## src/design/scpd_pkg.sv

```systemverilog
// Shared constants, types and the timeout text table for the sync checksum packet deframer.
// No dependencies; imported by scpd_csum and sync_checksum_packet_deframer.
package scpd_pkg;

  localparam int unsigned PACKET_LEN = 5;
  localparam int unsigned DATA_W     = 8;
  localparam int unsigned CNT_W      = $clog2(PACKET_LEN + 1);
  localparam int unsigned WIN_IDX_W  = $clog2(PACKET_LEN);
  localparam int unsigned TEXT_LEN   = 9;
  localparam int unsigned RUN_MAX    = (PACKET_LEN > TEXT_LEN) ? PACKET_LEN : TEXT_LEN;
  localparam int unsigned RUN_W      = $clog2(RUN_MAX + 1);
  localparam int unsigned CFG_IDX_W  = 2;

  // Configuration register indexes
  localparam logic [CFG_IDX_W-1:0] CFG_SYNC_FIRST    = 2'd0;
  localparam logic [CFG_IDX_W-1:0] CFG_SYNC_SECOND   = 2'd1;
  localparam logic [CFG_IDX_W-1:0] CFG_TIMEOUT_LIMIT = 2'd2;

  localparam logic [DATA_W-1:0] SYNC_FIRST_RST    = 8'hFF;
  localparam logic [DATA_W-1:0] SYNC_SECOND_RST   = 8'hFE;
  localparam logic [DATA_W-1:0] TIMEOUT_LIMIT_RST = 8'd100;

  typedef logic [1:0] kind_t;
  localparam kind_t KIND_GOOD    = 2'd0;
  localparam kind_t KIND_BADSUM  = 2'd1;
  localparam kind_t KIND_TIMEOUT = 2'd2;

  // Control of the shared checksum adder
  typedef struct packed {
    logic clear;
    logic add;
  } csum_ctl_t;

  // ASCII "over time"
  function automatic logic [DATA_W-1:0] timeout_char(input logic [3:0] idx);
    logic [DATA_W-1:0] c;
    case (idx)
      4'd0:    c = 8'd111;
      4'd1:    c = 8'd118;
      4'd2:    c = 8'd101;
      4'd3:    c = 8'd114;
      4'd4:    c = 8'd32;
      4'd5:    c = 8'd116;
      4'd6:    c = 8'd105;
      4'd7:    c = 8'd109;
      4'd8:    c = 8'd101;
      default: c = 8'd0;
    endcase
    return c;
  endfunction

endpackage

```

## src/design/scpd_csum.sv

```systemverilog
// Shared 8-bit checksum accumulator, one byte added per cycle while ctl_i.add is set.
// Depends on scpd_pkg.
module scpd_csum
  import scpd_pkg::*;
(
  input  logic              clk_i,
  input  csum_ctl_t         ctl_i,
  input  logic [DATA_W-1:0] data_i,
  output logic [DATA_W-1:0] sum_o
);

  logic [DATA_W-1:0] acc_q;
  logic [DATA_W-1:0] acc_d;

  always_comb begin
    acc_d = acc_q;
    if (ctl_i.clear) begin
      acc_d = '0;
    end else if (ctl_i.add) begin
      acc_d = acc_q + data_i;
    end
  end

  always_ff @(posedge clk_i) begin
    acc_q <= acc_d;
  end

  assign sum_o = acc_q;

endmodule

```

## src/design/sync_checksum_packet_deframer.sv

```systemverilog
// Sync-word packet deframer with a two's-complement checksum: top level.
// Depends on scpd_pkg and scpd_csum.
//
// Input beats carry either a received byte (mode 0) or a timer tick (mode 1).
// Received bytes collect in a PACKET_LEN-byte pending window. While no header
// is held, the front two bytes are compared with sync_first/sync_second and
// one byte is dropped per mismatch. With a header at the front the block
// waits for a full window, then sums all PACKET_LEN bytes with a single
// shared 8-bit adder, one byte per cycle; a zero total means the last byte is
// the negated sum of the others. A good packet goes out whole as kind 0; a
// bad one sends only its header (kind 1) and the rest is rescanned. If more
// than timeout_limit ticks pass after a header is found, the header is
// dropped and "over time" goes out as kind 2. The last flag marks the final
// beat of each run. Timing: the block takes one beat at a time and holds
// in_ready_o low until parsing of that beat is done. A beat passes through
// the accept in S_IDLE, a header check or byte drop per step in S_PARSE, the
// checksum pass in S_SUM and S_CHECK when a full window is tested, and one
// step per output beat in S_EMIT (longer while the sink stalls). The rate is
// set by the one adder summing a byte a cycle and the window advancing one
// step a cycle, the latter held while the sink stalls. The output register
// lets the next input beat be accepted while the last result beat still
// waits for the sink. Configuration writes take effect at once and are meant
// for idle periods only; there is no read-back.
module sync_checksum_packet_deframer
  import scpd_pkg::*;
(
  input  logic                 clk_i,
  input  logic                 rst_ni,
  // configuration write port
  input  logic                 cfg_we_i,
  input  logic [CFG_IDX_W-1:0] cfg_idx_i,
  input  logic [DATA_W-1:0]    cfg_wdata_i,
  // input channel
  input  logic                 in_valid_i,
  output logic                 in_ready_o,
  input  logic                 mode_i,
  input  logic [DATA_W-1:0]    rx_byte_i,
  // output channel
  output logic                 out_valid_o,
  input  logic                 out_ready_i,
  output logic [DATA_W-1:0]    out_byte_o,
  output logic [1:0]           kind_o,
  output logic                 last_o
);

  // Sequencer states
  localparam logic [2:0] S_IDLE  = 3'd0;
  localparam logic [2:0] S_PARSE = 3'd1;
  localparam logic [2:0] S_SUM   = 3'd2;
  localparam logic [2:0] S_CHECK = 3'd3;
  localparam logic [2:0] S_EMIT  = 3'd4;

  logic [2:0]           state_q, state_d;
  logic [DATA_W-1:0]    sync_first_q, sync_second_q, timeout_limit_q;
  logic [DATA_W-1:0]    win_q [PACKET_LEN];
  logic [DATA_W-1:0]    win_d [PACKET_LEN];
  logic [CNT_W-1:0]     cnt_q, cnt_d;
  logic                 hdr_q, hdr_d;
  logic [DATA_W-1:0]    tick_q, tick_d;
  logic [WIN_IDX_W-1:0] sum_idx_q, sum_idx_d;
  kind_t                run_kind_q, run_kind_d;
  logic [RUN_W-1:0]     run_len_q, run_len_d;
  logic [RUN_W-1:0]     run_idx_q, run_idx_d;

  logic                 out_valid_q, out_valid_d;
  logic [DATA_W-1:0]    out_byte_q, out_byte_d;
  kind_t                out_kind_q, out_kind_d;
  logic                 out_last_q, out_last_d;
  logic                 out_load;

  csum_ctl_t            csum_ctl;
  logic [DATA_W-1:0]    csum_sum;

  scpd_csum u_csum (
    .clk_i  (clk_i),
    .ctl_i  (csum_ctl),
    .data_i (win_q[sum_idx_q]),
    .sum_o  (csum_sum)
  );

  // In S_EMIT, load the output register whenever it is empty or being drained
  assign out_load   = (state_q == S_EMIT) && (!out_valid_q || out_ready_i);
  assign in_ready_o = (state_q == S_IDLE);

  always_comb begin
    state_d     = state_q;
    win_d       = win_q;
    cnt_d       = cnt_q;
    hdr_d       = hdr_q;
    tick_d      = tick_q;
    sum_idx_d   = sum_idx_q;
    run_kind_d  = run_kind_q;
    run_len_d   = run_len_q;
    run_idx_d   = run_idx_q;
    csum_ctl    = '0;
    out_byte_d  = out_byte_q;
    out_kind_d  = out_kind_q;
    out_last_d  = out_last_q;
    out_valid_d = out_ready_i ? 1'b0 : out_valid_q;

    unique case (state_q)
      S_IDLE: begin
        if (in_valid_i) begin
          if (mode_i) begin
            tick_d = tick_q + 8'd1;
          end else if (cnt_q < CNT_W'(PACKET_LEN)) begin
            // append at the fill position; a full window drops the byte
            for (int i = 0; i < PACKET_LEN; i++) begin
              if (cnt_q == CNT_W'(i)) begin
                win_d[i] = rx_byte_i;
              end
            end
            cnt_d = cnt_q + CNT_W'(1);
          end
          state_d = S_PARSE;
        end
      end
      S_PARSE: begin
        priority if (!hdr_q) begin
          if (cnt_q < CNT_W'(2)) begin
            state_d = S_IDLE;
          end else if (win_q[0] == sync_first_q && win_q[1] == sync_second_q) begin
            hdr_d  = 1'b1;
            tick_d = '0;
          end else begin
            // drop one byte and rescan
            for (int i = 0; i < PACKET_LEN - 1; i++) begin
              win_d[i] = win_q[i+1];
            end
            cnt_d = cnt_q - CNT_W'(1);
          end
        end else if (tick_q > timeout_limit_q) begin
          // drop the header, then send the timeout text
          for (int i = 0; i < PACKET_LEN - 2; i++) begin
            win_d[i] = win_q[i+2];
          end
          cnt_d      = cnt_q - CNT_W'(2);
          hdr_d      = 1'b0;
          run_kind_d = KIND_TIMEOUT;
          run_len_d  = RUN_W'(TEXT_LEN);
          run_idx_d  = '0;
          state_d    = S_EMIT;
        end else if (cnt_q >= CNT_W'(PACKET_LEN)) begin
          csum_ctl.clear = 1'b1;
          sum_idx_d      = '0;
          state_d        = S_SUM;
        end else begin
          state_d = S_IDLE;
        end
      end
      S_SUM: begin
        csum_ctl.add = 1'b1;
        if (sum_idx_q == WIN_IDX_W'(PACKET_LEN - 1)) begin
          state_d = S_CHECK;
        end else begin
          sum_idx_d = sum_idx_q + WIN_IDX_W'(1);
        end
      end
      S_CHECK: begin
        // all bytes including the checksum add up to zero on a good packet
        hdr_d     = 1'b0;
        run_idx_d = '0;
        if (csum_sum == '0) begin
          run_kind_d = KIND_GOOD;
          run_len_d  = RUN_W'(PACKET_LEN);
        end else begin
          run_kind_d = KIND_BADSUM;
          run_len_d  = RUN_W'(2);
        end
        state_d = S_EMIT;
      end
      S_EMIT: begin
        if (out_load) begin
          out_valid_d = 1'b1;
          out_kind_d  = run_kind_q;
          out_last_d  = (run_idx_q == run_len_q - RUN_W'(1));
          if (run_kind_q == KIND_TIMEOUT) begin
            out_byte_d = timeout_char(run_idx_q[3:0]);
          end else begin
            // send the front byte and advance the window past it
            out_byte_d = win_q[0];
            for (int i = 0; i < PACKET_LEN - 1; i++) begin
              win_d[i] = win_q[i+1];
            end
            cnt_d = cnt_q - CNT_W'(1);
          end
          run_idx_d = run_idx_q + RUN_W'(1);
          if (run_idx_q == run_len_q - RUN_W'(1)) begin
            state_d = S_PARSE;
          end
        end
      end
      default: begin
        state_d = S_IDLE;
      end
    endcase
  end

  always_ff @(posedge clk_i or negedge rst_ni) begin
    if (!rst_ni) begin
      state_q         <= S_IDLE;
      cnt_q           <= '0;
      hdr_q           <= 1'b0;
      tick_q          <= '0;
      out_valid_q     <= 1'b0;
      sync_first_q    <= SYNC_FIRST_RST;
      sync_second_q   <= SYNC_SECOND_RST;
      timeout_limit_q <= TIMEOUT_LIMIT_RST;
    end else begin
      state_q     <= state_d;
      cnt_q       <= cnt_d;
      hdr_q       <= hdr_d;
      tick_q      <= tick_d;
      out_valid_q <= out_valid_d;
      if (cfg_we_i) begin
        unique case (cfg_idx_i)
          CFG_SYNC_FIRST:    sync_first_q    <= cfg_wdata_i;
          CFG_SYNC_SECOND:   sync_second_q   <= cfg_wdata_i;
          CFG_TIMEOUT_LIMIT: timeout_limit_q <= cfg_wdata_i;
          default: ;
        endcase
      end
    end
  end

  // Payload and sequencer bookkeeping: no reset needed
  always_ff @(posedge clk_i) begin
    win_q      <= win_d;
    sum_idx_q  <= sum_idx_d;
    run_kind_q <= run_kind_d;
    run_len_q  <= run_len_d;
    run_idx_q  <= run_idx_d;
    out_byte_q <= out_byte_d;
    out_kind_q <= out_kind_d;
    out_last_q <= out_last_d;
  end

  assign out_valid_o = out_valid_q;
  assign out_byte_o  = out_byte_q;
  assign kind_o      = out_kind_q;
  assign last_o      = out_last_q;

`ifndef SYNTHESIS
  a_cnt_bound: assert property (@(posedge clk_i) disable iff (!rst_ni)
    cnt_q <= CNT_W'(PACKET_LEN))
    else $error("pending count above window size");

  a_hdr_has_bytes: assert property (@(posedge clk_i) disable iff (!rst_ni)
    hdr_q |-> (cnt_q >= CNT_W'(2)))
    else $error("header held with fewer than two pending bytes");

  a_idle_not_full: assert property (@(posedge clk_i) disable iff (!rst_ni)
    in_ready_o |-> (cnt_q < CNT_W'(PACKET_LEN)))
    else $error("window full while ready for a new beat");

  a_run_end_reparse: assert property (@(posedge clk_i) disable iff (!rst_ni)
    (out_load && out_last_d) |=> (state_q == S_PARSE && out_valid_q && out_last_q))
    else $error("run end did not return to parsing");
`endif

endmodule
```

## config.mk

```make
export PLATFORM = sky130hd
export DESIGN_NAME = sync_checksum_packet_deframer
export DESIGN_NICKNAME = d
export VERILOG_FILES = /design/src/design/scpd_pkg.sv /design/src/design/scpd_csum.sv /design/src/design/sync_checksum_packet_deframer.sv
export SDC_FILE = /design/constraint.sdc
export NUM_CORES = 1
export LEC_CHECK = 0
export ABC_CLOCK_PERIOD_IN_PS = 3100
export BUFFER_PORTS_ARGS = -buffer_cell sky130_fd_sc_hd__buf_2
export CORE_MARGIN = 4
export CORE_UTILIZATION = 60
export CTS_CLUSTER_SIZE = 30
export DETAILED_ROUTE_END_ITERATION = 10
export GPL_ROUTABILITY_DRIVEN = 0
export PLACE_DENSITY = 0.9
export RECOVER_POWER = 100
export SYNTH_ARGS = -nofsm -noshare
export SYNTH_HDL_FRONTEND = slang
export SYNTH_SLANG_ARGS = --single-unit
```

## constraint.sdc

```tcl
create_clock -name clk_i -period 3.1 [get_ports clk_i]
set_input_delay 0.465 -clock clk_i [delete_from_list [all_inputs] [get_ports clk_i]]
set_output_delay 0.465 -clock clk_i [all_outputs]
set_load 0.01 [all_outputs]
```

==> out/metrics.csv <==
stage;metric;value;unit
cells_and_area;drive_gt1_frac;0.1718;
cells_and_area;n_fill_cell;655;
clocking;root_buffer;clkbuf_8;
sta;setup_viol;0;
grt;track_usage;0.2701;
setup_path;max_stage_delay;0.53;ns
power_and_ir_drop;fin_total_pwr;7007;uW
setup_path;rr_startpoint;timeout_limit_q[5]$_DFFE_PN1P_;
logic_synthesis;syn_nets;640;
grt;overflow;0;
cells_and_area;nNetsFinal;693;
hold_path;whs_endpoint;win_q[0]$_DFFE_PP_;
sta;post-route-period-util;0.9469;
logic_synthesis;synth.ff_latch_count;117;
floorplan;start_util;0.6280;
setup_path;r2r_slack;0.16;ns
logic_synthesis;synth-async-reset-ratio;0.3419;
cells_and_area;area_growth;14.65;%
run_status;status;complete, but fails checks;
setup_path;arrival;3.16;ns
clocking;cts_tree;built;
setup_path;cp_slowest_cell;dfstp_2;
hold_path;min-delay-start;rx_byte_i[0];
grt;grt_pass1_wl;24.54;mm
power_and_ir_drop;powerDensity;977.7;nW/um^2
setup_path;required;3.33;ns
routing;ant_nets;0;
clocking;cts_buffers;17;
routing;vias;4887;
logic_synthesis;yosysTopAreaCell;edfxtp_1;
place;portBuffers;36;
run_status;violations;capacitance limit, slew limit;
clocking;path_clk_slew;0.06;ns
sta;fin_skew;0.009952;ns
routing;avgViaCountPerCell;6.225;
setup_path;end_kind;flop;
logic_synthesis;avgSynthCellArea;10.67;sq um
cells_and_area;postLayoutCellArea;7167;sq um
routing;routedWlPerCell;19.91;microns
clocking;htreeDepth;4;
setup_path;crit_fanout;8;
sta;period_needed;2.935;ns
cells_and_area;final_cells;785;
sta;fmax;340.7;MHz
grt;grt_max_degree;41;
setup_path;worstReg2RegEnd;win_q[22]$_DFFE_PP_;
hold_path;hold_depth;1;
logic_synthesis;synth_cell_types;59;
cells_and_area;diodes;0;
logic_synthesis;synth_xor_area_frac;0.04904;
setup_path;rr_worst_depth;9;
setup_path;crit_chain;inv_1, ha_1, nand4_1, or3b_1, a21oi_1, nor2_1, o31a_1, a21oi_1, buf_2;
sta;drv_slew;41;
logic_synthesis;synthTopCellsByArea;edfxtp_1 30%, dfrtp_1 8.8%, dfstp_2 7.6%, ha_1 5.8%, mux2_2 5.8%;
job;cap_violations;1;
setup_path;crit_path_frequent_cell;a21oi_1;
floorplan;rows;36;
logic_synthesis;synth_top_family_by_area;simple AND/OR/NAND/NOR gates;
floorplan;coreArea;9955;sq um
routing;drtIter0Drc;404;
logic_synthesis;synth_compound_area_frac;0.1069;
clocking;insertion_delay;0.54;ns
floorplan;dieArea;12120;sq um
clocking;cts.sinks;117;
floorplan;die_x;110.1;microns
logic_synthesis;yosys.area_share.simple;0.1551;
cells_and_area;seqCellArea;3186;sq um
logic_synthesis;synth-adder-area-share;0.06125;
setup_path;start_kind;flop;
logic_synthesis;ys_dominant_reg_cell;edfxtp_1;
routing;routed_wl;15.63;mm
sta;final_hold_viol_count;0;
cells_and_area;final_util;0.7200;
routing;drc;0;
clocking;postCtsHoldBufs;0;
logic_synthesis;muxShareOfSynthArea;0.08407;
logic_synthesis;postSynthCellCount;586;
floorplan;io_pins;37;
power_and_ir_drop;p_leak;0.003082;uW
logic_synthesis;syn-cell-area;6251;sq um
floorplan;die_h;110.1;microns
place;post-dp-hpwl;10.47;mm
setup_path;path_class;reg -> reg;
routing;dr.pass1.iters;9;
place;dp_cells;750;
logic_synthesis;synth_edf_count;62;
clocking;clockBufferDepth;2;
sta;worst_slew_pin_slew;2.236;ns
grt;grt_pass1_vias;4783;
logic_synthesis;ys_warn_count;0;
grt;antenna_found_initial;0;
logic_synthesis;yosysSeqAreaShare;0.5096;
logic_synthesis;synth_top_area_share;0.2978;
cells_and_area;multiInputGateArea;2856;sq um
sta;max_slew_margin;-0.4905;
hold_path;hp-class;in -> reg;
place;place_area;6599;sq um
power_and_ir_drop;peakVddDrop;0.0005198;V
-- sequential cells by signal, summed over array words and instances (netlist names), 2 cells and up, named ones only --
signal / cells
kind_o: 2
sync_second_q: 8
run_idx_q: 4
state_q: 3
win_q: 40
sync_first_q: 8
sum_idx_q: 3
out_byte_o: 8
tick_q: 8
u_csum.sum_o: 8
run_len_q: 4
timeout_limit_q: 8
cnt_q: 3
-- timing repair --
action                                  in CTS  in global routing
endpoints found under the setup margin       0                  2
setup buffers                                0                  3
resized for setup                            0                  3
-- worst max-delay path: cells and delay by family (launching register included) --
kind / cells / cell delay (ns)
AOI/OAI and AO/OA: 3 / 0.80
DFF: 1 / 0.53
buffers and inverters: 2 / 0.31
and+or+nand+nor: 3 / 0.69
adders and majority gates: 1 / 0.29
-- per-stage QoR --
step                      setup WS [ns]  hold WS [ns]   TNS (ns)
after detailed placement        0.08755        0.4777          0
after CTS                       0.04187       0.08343          0
final                            0.1646        0.1217          0
after global placement           0.3238        0.4615          0
after global routing          -0.009648        0.1184  -0.009648
after floorplan                  0.2600        0.1694          0
-- layer usage --
metal  vias to the layer above  GRT usage  wire [microns]
li1                       2214          -               -
met1                      2334     0.3395            6020
met2                       275     0.4519            7794
met3                        64    0.05067            1267
met4                         0     0.1247             550
met5                         -          0               0
-- worst max path at each step --
stage	start	endpoint	slack [ns]	cells after the start
2_1_floorplan	sum_idx_q[0]$_SDFFCE_PP0P_	u_csum.sum_o[7]$_SDFFE_PP0N_	0.26	12
3_3_place_gp	sum_idx_q[2]$_SDFFCE_PP0P_	u_csum.sum_o[6]$_SDFFE_PP0N_	0.32	13
3_5_place_dp	sum_idx_q[2]$_SDFFCE_PP0P_	u_csum.sum_o[6]$_SDFFE_PP0N_	0.09	13
4_1_cts	sum_idx_q[2]$_SDFFCE_PP0P_	u_csum.sum_o[6]$_SDFFE_PP0N_	0.04	13
5_1_grt	sum_idx_q[0]$_SDFFCE_PP0P_	u_csum.sum_o[6]$_SDFFE_PP0N_	-0.01	14
6_report	timeout_limit_q[5]$_DFFE_PN1P_	win_q[22]$_DFFE_PP_	0.16	9
-- synth_stat cells (8+ instances only) --
cell type	count
dfrtp_1	22
mux2i_1	12
xor2_1	25
ha_1	29
dfxtp_1	15
nand3_1	21
xnor2_1	10
nand2_1	82
nor2_1	43
a22oi_1	16
a21oi_1	39
edfxtp_1	62
nor3_1	8
clkbuf_1	9
inv_1	31
dfstp_2	18
mux2_2	32
o21ai_0	10
-- cells in the final DEF (no fill, tap or decap), types with 4 or more instances in the layout --
cell	synthesis	final
o21ai_0	10	11
clkbuf_16	0	17
inv_1	31	31
o21a_1	4	4
xor2_1	25	25
a21oi_1	39	39
dfrtp_1	22	22
clkinv_4	0	4
dfstp_2	18	18
ha_1	29	29
nand2b_1	6	6
nor4_1	7	7
o22ai_1	7	6
dfxtp_1	15	15
a22oi_1	16	16
clkbuf_1	9	27
xnor2_1	10	10
and3_1	5	5
nor3_1	8	8
or3_1	5	5
mux2_2	32	29
nor2b_1	7	7
buf_4	0	11
nor2_1	43	43
edfxtp_1	62	62
buf_2	5	14
mux2i_1	12	12
nand2_1	82	82
nand3_1	21	21
-- power by group --
part / internal [uW] / total (uW) / switching, uW
Sequential: 2330 / 2840 / 513
Clock: 1200 / 1950 / 750
Combinational: 887 / 2210 / 1330
Total: 4420 / 7010 / 2590
-- cell families (layout without fill, tap and decap cells) --
logic type	count (synthesis)	in the layout
multiplexers	46	46
flip-flops	117	117
buffers and inverters	49	115
AO/OA/AOI/OAI	102	102
AND/OR/NAND/NOR	207	207
adder cells (fa/ha/maj)	30	30
XOR/XNOR	35	35
-- final cells by class --
class | instances | area share
Clock inverter | 13 | 0.02008
Sequential cell | 117 | 0.4445
Multi-Input combinational cell | 420 | 0.3986
Tap cell | 133 | 0.02322
Inverter | 31 | 0.01624
Clock buffer | 19 | 0.06180
Timing Repair Buffer | 52 | 0.03561
(Power assumes the default switching activity.)
